<file path="src/cdc_pkg.sv">
`default_nettype none
package cdc_pkg;

  localparam int YEAR_W  = 12;
  localparam int MONTH_W = 4;
  localparam int DAY_W   = 5;
  localparam int DIST_W  = 21;
  localparam int JDN_W   = 23;
  localparam int CFG_AW  = 1;

  localparam logic [DIST_W-1:0] DIST_MAX = {DIST_W{1'b1}};

  typedef logic [YEAR_W-1:0]  year_t;
  typedef logic [MONTH_W-1:0] month_t;
  typedef logic [DAY_W-1:0]   day_t;
  typedef logic [DIST_W-1:0]  dist_t;
  typedef logic [JDN_W-1:0]   jdn_t;

  typedef enum logic [1:0] {
    ACT_LOAD = 2'd0,
    ACT_NEXT = 2'd1,
    ACT_PREV = 2'd2,
    ACT_DIST = 2'd3
  } action_t;

  typedef enum logic [CFG_AW-1:0] {
    REG_EARLIEST = 1'd0,
    REG_LATEST   = 1'd1
  } cfg_reg_t;

  typedef struct packed {
    year_t  year;
    month_t month;
    day_t   day;
  } date_t;

  typedef struct packed {
    action_t action;
    date_t   date;
  } cdc_req_t;

  typedef struct packed {
    year_t earliest;
    year_t latest;
  } cdc_cfg_t;

  // Quotient by 100 through a reciprocal; exact for x below 12800
  function automatic logic [6:0] div100(input logic [13:0] x);
    logic [25:0] p;
    p = 26'(x) * 26'd5243;
    return p[25:19];
  endfunction

  // Gregorian rule: by 4, and not by 100 unless by 400
  function automatic logic is_leap(input year_t y);
    logic [6:0]  q;
    logic [11:0] r;
    q = div100(14'(y));
    r = 12'(y) - 12'(q) * 12'd100;
    return (y[1:0] == 2'd0) && ((r != 12'd0) || (q[1:0] == 2'd0));
  endfunction

  // Month length in a common year
  function automatic day_t month_len(input month_t m);
    day_t d;
    unique case (m)
      4'd2:                      d = 5'd28;
      4'd4, 4'd6, 4'd9, 4'd11:   d = 5'd30;
      default:                   d = 5'd31;
    endcase
    return d;
  endfunction

  function automatic day_t days_in(input year_t y, input month_t m);
    return ((m == 4'd2) && is_leap(y)) ? 5'd29 : month_len(m);
  endfunction

  // Force each field of a raw date into its accepted range
  function automatic date_t validate(input date_t raw, input cdc_cfg_t cfg);
    date_t o;
    o.year  = ((raw.year < cfg.earliest) || (raw.year > cfg.latest)) ? cfg.earliest : raw.year;
    o.month = ((raw.month == 4'd0) || (raw.month > 4'd12)) ? 4'd1 : raw.month;
    if ((o.month == 4'd2) && is_leap(o.year) && (raw.day == 5'd29)) begin
      o.day = 5'd29;
    end else if ((o.month == 4'd2) && (raw.day > 5'd28)) begin
      o.day = 5'd28;
    end else if ((raw.day == 5'd0) || (raw.day > month_len(o.month))) begin
      o.day = 5'd1;
    end else begin
      o.day = raw.day;
    end
    return o;
  endfunction

  // Month term of the day number, 367*(m-2+12a)/12
  function automatic logic [8:0] month_term(input month_t m);
    logic [8:0] t;
    unique case (m)
      4'd1:    t = 9'd336;
      4'd2:    t = 9'd367;
      4'd3:    t = 9'd30;
      4'd4:    t = 9'd61;
      4'd5:    t = 9'd91;
      4'd6:    t = 9'd122;
      4'd7:    t = 9'd152;
      4'd8:    t = 9'd183;
      4'd9:    t = 9'd214;
      4'd10:   t = 9'd244;
      4'd11:   t = 9'd275;
      default: t = 9'd305;
    endcase
    return t;
  endfunction

  // Julian day number of a valid date; every term stays positive
  function automatic jdn_t jdn(input date_t dt);
    logic        a;
    logic [13:0] ya;
    logic [13:0] yc;
    logic [23:0] t1;
    logic [6:0]  q;
    logic [8:0]  t3;
    a  = (dt.month <= 4'd2);
    ya = 14'(dt.year) + 14'd4800 - 14'(a);
    yc = 14'(dt.year) + 14'd4900 - 14'(a);
    t1 = 24'(ya) * 24'd1461;
    q  = div100(yc);
    t3 = 9'(9'(q) * 9'd3);
    return JDN_W'(t1[23:2]) + JDN_W'(month_term(dt.month)) - JDN_W'(t3[8:2])
           + JDN_W'(dt.day) - JDN_W'(32075);
  endfunction

endpackage
`default_nettype wire

</file>
<file path="src/cdc_in_stage.sv">
`default_nettype none
module cdc_in_stage (
  input  wire logic              clk,
  input  wire logic              rst_n,
  input  wire logic              req_valid,
  output logic                   req_ready,
  input  wire cdc_pkg::cdc_req_t req_data,
  output logic                   hold_valid,
  input  wire logic              hold_take,
  output cdc_pkg::cdc_req_t      hold_data
);
  import cdc_pkg::*;

  logic     valid_r;
  cdc_req_t data_r;

  // Free when empty or when the held request moves on this cycle
  assign req_ready  = !valid_r || hold_take;
  assign hold_valid = valid_r;
  assign hold_data  = data_r;

  // Hold one request for the execute stage
  always_ff @(posedge clk) begin
    if (!rst_n) begin
      valid_r <= 1'b0;
    end else if (req_ready) begin
      valid_r <= req_valid;
    end
    if (req_ready && req_valid) begin
      data_r <= req_data;
    end
  end

endmodule
`default_nettype wire

</file>
<file path="src/cdc_date_exec.sv">
`default_nettype none
module cdc_date_exec (
  input  wire logic              clk,
  input  wire logic              rst_n,
  input  wire cdc_pkg::cdc_cfg_t cfg,
  input  wire logic              req_valid,
  output logic                   req_take,
  input  wire cdc_pkg::cdc_req_t req_data,
  output logic                   res_valid,
  input  wire logic              res_ready,
  output cdc_pkg::date_t         res_date,
  output cdc_pkg::dist_t         res_dist
);
  import cdc_pkg::*;

  date_t cur_r, cur_nxt;
  date_t out_date_r;
  dist_t out_dist_r, dist_nxt;
  logic  out_valid_r;

  date_t op_date;
  jdn_t  jdn_cur, jdn_op, jdn_diff;
  day_t  dim_cur;
  month_t prev_month;

  assign req_take  = req_valid && (!out_valid_r || res_ready);
  assign res_valid = out_valid_r;
  assign res_date  = out_date_r;
  assign res_dist  = out_dist_r;

  // Operand checks and day-number distance
  assign op_date    = validate(req_data.date, cfg);
  assign jdn_cur    = jdn(cur_r);
  assign jdn_op     = jdn(op_date);
  assign jdn_diff   = (jdn_cur >= jdn_op) ? (jdn_cur - jdn_op) : (jdn_op - jdn_cur);
  assign dim_cur    = days_in(cur_r.year, cur_r.month);
  assign prev_month = cur_r.month - 4'd1;

  // Next stored date and distance for the current request
  always_comb begin
    cur_nxt  = cur_r;
    dist_nxt = '0;
    unique case (req_data.action)
      ACT_LOAD: begin
        cur_nxt = op_date;
      end
      ACT_NEXT: begin
        if (cur_r.day < dim_cur) begin
          cur_nxt.day = cur_r.day + 5'd1;
        end else if (cur_r.month < 4'd12) begin
          cur_nxt.month = cur_r.month + 4'd1;
          cur_nxt.day   = 5'd1;
        end else begin
          cur_nxt.year  = cur_r.year + 12'd1;
          cur_nxt.month = 4'd1;
          cur_nxt.day   = 5'd1;
        end
      end
      ACT_PREV: begin
        if (cur_r.day > 5'd1) begin
          cur_nxt.day = cur_r.day - 5'd1;
        end else if (cur_r.month <= 4'd1) begin
          cur_nxt.year  = cur_r.year - 12'd1;
          cur_nxt.month = 4'd12;
          cur_nxt.day   = 5'd31;
        end else begin
          cur_nxt.month = prev_month;
          cur_nxt.day   = days_in(cur_r.year, prev_month);
        end
      end
      ACT_DIST: begin
        dist_nxt = (jdn_diff[JDN_W-1:DIST_W] != '0) ? DIST_MAX : jdn_diff[DIST_W-1:0];
      end
      default: begin
        cur_nxt = cur_r;
      end
    endcase
  end

  // Advance stored date and result register together
  always_ff @(posedge clk) begin
    if (!rst_n) begin
      cur_r       <= '{year: 12'd1900, month: 4'd1, day: 5'd1};
      out_valid_r <= 1'b0;
    end else begin
      if (req_take) begin
        cur_r <= cur_nxt;
      end
      if (req_take) begin
        out_valid_r <= 1'b1;
      end else if (res_ready) begin
        out_valid_r <= 1'b0;
      end
    end
    if (req_take) begin
      out_date_r <= cur_nxt;
      out_dist_r <= dist_nxt;
    end
  end

endmodule
`default_nettype wire

</file>
<file path="src/calendar_date_counter_unit.sv">
`default_nettype none
// Channel  Ports                         Moves
// in       in_tvalid/in_tready/in_tdata  command (tuser) and raw date
// out      out_tvalid/out_tready/...     stored date and day distance
// cfg      cfg_we/cfg_index/cfg_wdata    year range registers
//
// One request per cycle sustained while out_tready holds; a request's result
// is offered once it has passed the input register and then the date logic
// into the result register. The stored date updates as the request enters
// the result register, so the next request sees it at once. Reset sets the
// date to 1900-01-01 and the year range to 1900..2022. A stalled result holds
// the result register while the input register still takes one more request.
module calendar_date_counter_unit (
  input  wire logic                       clk,
  input  wire logic                       rst_n,
  input  wire logic                       in_tvalid,
  output logic                            in_tready,
  // [11:0] in_year, [15:12] in_month, [20:16] in_day, [23:21] zero
  input  wire logic [23:0]                in_tdata,
  // [1:0] action
  input  wire logic [1:0]                 in_tuser,
  output logic                            out_tvalid,
  input  wire logic                       out_tready,
  // [11:0] out_year, [15:12] out_month, [20:16] out_day,
  // [41:21] day_distance, [47:42] zero
  output logic [47:0]                     out_tdata,
  input  wire logic                       cfg_we,
  input  wire logic [cdc_pkg::CFG_AW-1:0] cfg_index,
  input  wire logic [cdc_pkg::YEAR_W-1:0] cfg_wdata
);
  import cdc_pkg::*;

  year_t     earliest_r, latest_r;
  cdc_cfg_t  cfg;
  cdc_req_t  in_req, hold_req;
  logic      hold_valid, hold_take;
  date_t     res_date;
  dist_t     res_dist;

  // Write the year range registers
  always_ff @(posedge clk) begin
    if (!rst_n) begin
      earliest_r <= 12'd1900;
      latest_r   <= 12'd2022;
    end else if (cfg_we) begin
      unique case (cfg_reg_t'(cfg_index))
        REG_EARLIEST: earliest_r <= cfg_wdata;
        REG_LATEST:   latest_r   <= cfg_wdata;
        default:      earliest_r <= earliest_r;
      endcase
    end
  end

  assign cfg.earliest = earliest_r;
  assign cfg.latest   = latest_r;

  // Unpack the request
  assign in_req.action     = action_t'(in_tuser);
  assign in_req.date.year  = in_tdata[11:0];
  assign in_req.date.month = in_tdata[15:12];
  assign in_req.date.day   = in_tdata[20:16];

  cdc_in_stage u_in (
    .clk        (clk),
    .rst_n      (rst_n),
    .req_valid  (in_tvalid),
    .req_ready  (in_tready),
    .req_data   (in_req),
    .hold_valid (hold_valid),
    .hold_take  (hold_take),
    .hold_data  (hold_req)
  );

  cdc_date_exec u_exec (
    .clk       (clk),
    .rst_n     (rst_n),
    .cfg       (cfg),
    .req_valid (hold_valid),
    .req_take  (hold_take),
    .req_data  (hold_req),
    .res_valid (out_tvalid),
    .res_ready (out_tready),
    .res_date  (res_date),
    .res_dist  (res_dist)
  );

  // Pack the result
  assign out_tdata = {6'd0, res_dist, res_date.day, res_date.month, res_date.year};

endmodule
`default_nettype wire
</file>
<file path="config.mk">
export PLATFORM = sky130hd
export DESIGN_NAME = calendar_date_counter_unit
export DESIGN_NICKNAME = d
export VERILOG_FILES = /design/src/cdc_pkg.sv /design/src/cdc_in_stage.sv /design/src/cdc_date_exec.sv /design/src/calendar_date_counter_unit.sv
export SDC_FILE = /design/constraint.sdc
export NUM_CORES = 2
export LEC_CHECK = 0
export ABC_CLOCK_PERIOD_IN_PS = 16400
export CAP_MARGIN = 15
export CORE_ASPECT_RATIO = 0.5
export CORE_MARGIN = 8
export CORE_UTILIZATION = 61
export DETAILED_ROUTE_END_ITERATION = 8
export DONT_BUFFER_PORTS = 1
export PLACE_DENSITY = 0.86
export SKIP_CTS_REPAIR_TIMING = 1
export SLEW_MARGIN = 25
export SYNTH_ARGS = -nofsm -noshare
export SYNTH_HDL_FRONTEND = slang
export SYNTH_HIERARCHICAL = 1
export SYNTH_SLANG_ARGS = --single-unit
</file>
<file path="constraint.sdc">
create_clock -name clk -period 16.4 [get_ports clk]
set_input_delay 0 -clock clk [delete_from_list [all_inputs] [get_ports clk]]
set_output_delay 0 -clock clk [all_outputs]
set_load 0.005 [all_outputs]
</file>
## Word level (Yosys, flattened, before mapping)

Memories as Yosys holds them, arrays and structs flattened. A register that Yosys moved wholly into a read port is not among the register bits.
Cells that the tools add are included.

| word-level totals | value |
|---|---|
| bits in registers | 112 |
| ROM bits | 288 |
| input port bits | 44 |
| logic and storage cells | 146 |
| memories kept | 2 |

| operators by class | value |
|---|---|
| add/sub/neg operators | 26 |
| $mul | 10 |
| $lt $le $gt $ge | 12 |
| equality and inequality tests | 19 |
| mux-type cells | 27 |
| bitwise operators | 1 |
| reduce and logical (&&, ||, !) cells | 34 |

Memories:

| memory | depth | bits a word | rd ports | clocked after memory_dff | wr ports | line | text |
|---|---|---|---|---|---|---|---|
| (name not given) | 16 | 9 | 1 | 0 | 0 | cdc_pkg.sv:98 | `unique case (m)` |
| (name not given) | 16 | 9 | 1 | 1 | 0 | cdc_pkg.sv:98 |  |

Operators with widths:

| cell | count |
|---|---|
| $pmux 21 s3 | 1 |
| $add 12x13->14 const B | 4 |
| $sub 14x1->14 | 4 |
| $mul 14x13->26 const B | 2 |
| $mul 12x13->25 const B | 2 |
| $mul 14x11->24 const B | 2 |
| $add 22x9->23 | 2 |
| $add 23x5->23 | 2 |
| $sub 23x15->23 const B | 2 |
| $sub 23x23->23 | 2 |
| $sub 23x7->23 | 2 |
| $mux 12 | 3 |
| $mux 5 | 7 |
| $mux 16 | 2 |
| $eq 4x3->1 const B | 6 |
| $eq 4x4->1 const B | 6 |
| $reduce_bool 12->1 | 2 |
| $sub 12x12->12 | 2 |
| $ge 23x23->1 | 1 |
| $mux 23 | 1 |
| $mux 21 | 1 |
| $mul 6x5->10 const B | 2 |
| $mul 7x2->9 const B | 2 |
| $mux 9 | 2 |
| 34 further kinds | 67 |

## Logic depth before layout (Yosys ltp)

| depth | value |
|---|---|
| depth after elaboration | 23 |
| mapped depth | 79 |
| depth with buffers taken out | 76 |

## By module

Netlist, hierarchy kept.

Modules (own cells, without submodules):

| module | times used | cells each | area an instance (um^2) | sequential area each (um^2) |
|---|---|---|---|---|
| cdc_date_exec | 1 | 3465 | 31193.7 | 1881.8 |
| calendar_date_counter_unit | 1 | 113 | 1069.8 | 480.5 |
| cdc_in_stage | 1 | 28 | 748.2 | 710.7 |

## Worst setup path before layout

No wires, ideal clock.

| timing | value |
|---|---|
| kind | reg-to-reg |
| start | register u_in.data_r, in the netlist u_in/hold_data[19] |
| end | register u_exec.out_dist_r[13] (netlist: u_exec/res_dist[13]), data pin |
| library setup time | 0.270 ns |
| arrival | 15.241 ns |
| data required time | 16.130 ns |
| setup slack | 0.889 ns |
| stages on the path, launching flop included | 66 |
| period minus slack after synthesis | 15.511 ns |
| cell sequence | edfxtp_1 -> ha_1 -> a21oi_1 -> nand2_1 -> a221oi_2 -> a21oi_1 -> nor2_1 -> buf_2 -> mux2i_1 -> ha_1 -> inv_1 -> ha_1 -> fa_1 -> nand2_1 -> nand2_1 -> a211oi_1 -> a311oi_1 -> a2111oi_2 -> [... 30 more ...] -> and3_1 -> o41a_4 -> and2_1 -> or2_2 -> ha_1 -> buf_2 -> nand4_1 -> nor3_1 -> nor4b_2 -> a21oi_1 -> a31oi_1 -> o21ai_1 -> buf_2 -> nor3b_1 -> a31oi_1 -> a221oi_1 -> xor2_1 -> a21oi_1 |

| on the way | value |
|---|---|
| longest elaborated chain between the ends | 18 |
| elaborated cells on any way between the ends | 32 |
| those cells by class | add/sub (11); mul (5); order compare (3); mux (4); reduce/logical (9) |

RTL lines:

| what | line | text |
|---|---|---|
| start: declaration | cdc_in_stage.sv:15 | `cdc_req_t data_r;` |
| start signal: assignment | cdc_in_stage.sv:30 | `data_r <= req_data;` |
| $lt 12x12->1 / $gt 12x12->1 (equally long branches) | cdc_pkg.sv:81 | `o.year = ((raw.year < cfg.earliest) \|\| (raw.year > cfg.latest)) ? cfg.earliest : raw.year;` |
| $logic_or 1x1->1 | cdc_pkg.sv:81 |  |
| $mux 12 * | cdc_pkg.sv:81 |  |
| parallel branches: the longest is 9 deep, another holds $mul 14x13->26 | n/a |  |
| $add 23x5->23 * | cdc_pkg.sv:130 | `+ JDN_W'(dt.day) - JDN_W'(32075);` |
| $sub 23x15->23 * | cdc_pkg.sv:130 |  |
| $sub 23x23->23 / $ge 23x23->1 (equally long branches) | cdc_date_exec.sv:35 | `assign jdn_diff = (jdn_cur >= jdn_op) ? (jdn_cur - jdn_op) : (jdn_op - jdn_cur);` |
| $mux 23 * | cdc_date_exec.sv:35 |  |
| $reduce_bool 2->1 | cdc_date_exec.sv:72 | `dist_nxt = (jdn_diff[JDN_W-1:DIST_W] != '0) ? DIST_MAX : jdn_diff[DIST_W-1:0];` |
| $mux 21 * | cdc_date_exec.sv:72 |  |
| end signal: assignment | cdc_date_exec.sv:97 | `out_dist_r <= dist_nxt;` |
| end: declaration | cdc_date_exec.sv:18 | `dist_t out_dist_r, dist_nxt;` |

Every way passes the cells marked *.
A chain may end at the register's enable or synchronous reset.

## Final worst setup path

| timing | value |
|---|---|
| start | register u_in.data_r, in the netlist u_in/hold_data[19] |
| end | register u_exec.out_dist_r[16] (netlist: u_exec/res_dist[16]), data pin |

The elaborated chain is that of the path after synthesis.

==> metrics <==
outcome finished, violations left; failing checks design-rule violations, negative setup slack; FF/Latch Area 3070 sq um; Rows 60; CTS tree built; first-pass GRT wire length approximately 140 mm; Routed Wire Length 89.5 mm; synthesized flop and latch total 121; die area around 62000 sq um; post-layout min period between 15 and 20 ns; clock root cell clkbuf_16; mean post-synth cell area 9.15 sq um; clock buffer depth 2; drt wl/cell 20.0 microns; Iteration-0 DRC Markers 2806; ys flop type edfxtp_1; ANT nets after route 0; CP Data Arrival Time 16.73 ns; post-synth top area share 0.302; chip height 180 microns; footprint of the multi-input gates about 27000 sq um; Max Fanout on Critical Path 11; pin count of the biggest net entering global routing 48; count of input and output buffers 0; Post-synth EDFFs 65; initial antenna violation count 6; Starting Density 0.616; worst path buffer plus inverter count 10; detailed-route via count 27200; Skew-Pair Late Insertion Delay ~0.42 ns; GRT overflow 0; area leader, netlist ha_1; Clock Pin Slew Worst Setup and Hold Paths 0.07 ns; Tcrit/Tclk final 1.01; setup_tns -1.71 ns; NumNets Final 4945; Max Slew Vio Count 0; DRT Pass-1 Iters 9; Final WS setup -0.195 ns; GRT Util Overall 0.264; RD Place Congestion roughly 1; startpoint types register; Netlist Area Pre-Place 33000 sq um; slowest CP cell fa_1; Synth cell types 109; Die X 345 microns; hpwl dp 70.2 mm; worst slack after detailed placement approximately 0.11 ns; sequential area share after synthesis 0.0931; final setup vio count 21; fillers 3827; cell family with most CP delay adder cells; Via-to-Cell Ratio 6.07; Slew @ Worst Pin 1.01 ns; I/O pin cnt 94; crit end category register; area of the core approximately 54000 sq um; share of post-route cells with drive strength above 1 0.0863; vias in the first global route 27100; CTS Buf Count 17; final hold violation count 0; fmax approximately 60 MHz; Fin Hold WS 0.00335 ns; async set or reset register ratio after synthesis 0; Post-route DRC 3; Hold Path Class input pin to register; commonest non-fill, non-tap cell in the layout ha_1; skew final about 0.017 ns; # H-tree levels 4; synth top area cells ha_1 (30%), fa_1 (21%), inv_1 (8.4%); Crit Path Class register to register; Syn Inst Count approximately 3600; Crit path required time 16.54 ns; most frequent CP cell fa_1; Finished Core Util 0.679; max-cap violations 0; Area Growth Syn to Fin 10.2%; commonest non-fill, non-tap cells in the layout ha_1 (785), inv_1 (733), fa_1 (351); Rel. slew slack 0.320; crit-path max cell delay 0.58 ns; yosys warns 6; CTS Sinks 121
[logic make-up (layout without fill, tap and decap cells)]
family | Yosys count | count (layout) | synth area share
AOI/OAI and AO/OA | 691 | 691 | 0.142
xor gates and xnor gates | 214 | 214 | 0.0573
adders and majority gates | 1151 | 1151 | 0.516
buffers and inverters | 812 | 966 | 0.0949
DFF | 121 | 121 | 0.0931
muxes | 33 | 33 | 0.0103
other | 1 | 12 | 0.000114
and+or+nand+nor | 583 | 583 | 0.0860
[per-layer routing]
| layer | global-route usage | vias to the layer above | part of all wire |
|---|---|---|---|
| met5 | 0 | - | 0.00019 |
| met2 | 0.452 | 1327 | 0.47 |
| met4 | 0.0915 | 2 | 0.054 |
| met1 | 0.343 | 13100 | 0.40 |
| met3 | 0.0342 | 386 | 0.080 |
| li1 | - | 12400 | - |
[area by class of cell]
cell class              count  share of cell area
well taps                 713              0.0245
clock inverters            14             0.00509
repair buffers            192              0.0448
clock buffers              18              0.0118
multi-input cells        2678               0.752
diodes                      6            0.000413
inverters                 742              0.0765
flip-flops and latches    121              0.0845
[registers in the layout, summed over array words and instances (netlist names), named ones only]
register and cells:
u_in/hold_data 23, u_exec/cur_r 21, u_exec/res_date 21, u_exec/res_dist 21
earliest_r 12, latest_r 12, u_exec/res_valid 1, u_in/hold_valid 1
[worst paths after layout]
| check | startpoint | depth (start not counted) | to | slack [ns] |
|---|---|---|---|---|
| setup / recovery | u_in/hold_data[19] | 72 | u_exec/res_dist[16] | -0.20 |
| hold / removal | cfg_we | 2 | earliest_r[4] | 0.003 |
| setup reg to reg | u_in/hold_data[19] | 72 | u_exec/res_dist[16] | -0.20 |
| hold reg to reg | earliest_r[8] | 2 | earliest_r[8] | 0.49 |
[cell usage after synthesis, types with 20 or more instances]
cell type,instances
clkbuf_1,39
nand2_1,160
o21ai_0,99
a21o_1,57
o21a_1,31
edfxtp_1,65
and3_1,20
xnor2_1,147
mux2i_1,26
nand2b_1,30
nand3_1,60
nor2b_1,25
a21oi_1,214
nor3_1,39
nor2_1,153
o211ai_1,30
xor2_1,66
dfxtp_1,56
ha_1,797
a211oi_1,30
inv_1,736
o21bai_1,38
fa_1,352
[metrics by stage]
stage,area [sq um],std cells
after CTS,35000,4398
after global routing,36400,4484
after global placement,34400,4366
after detailed placement,34400,4366
after floorplan,33000,3611
final,36400,4484
Power is left out: the tool's default activity adds up to more than one toggle a clock period on the data nets, which glitch-free logic cannot reach.
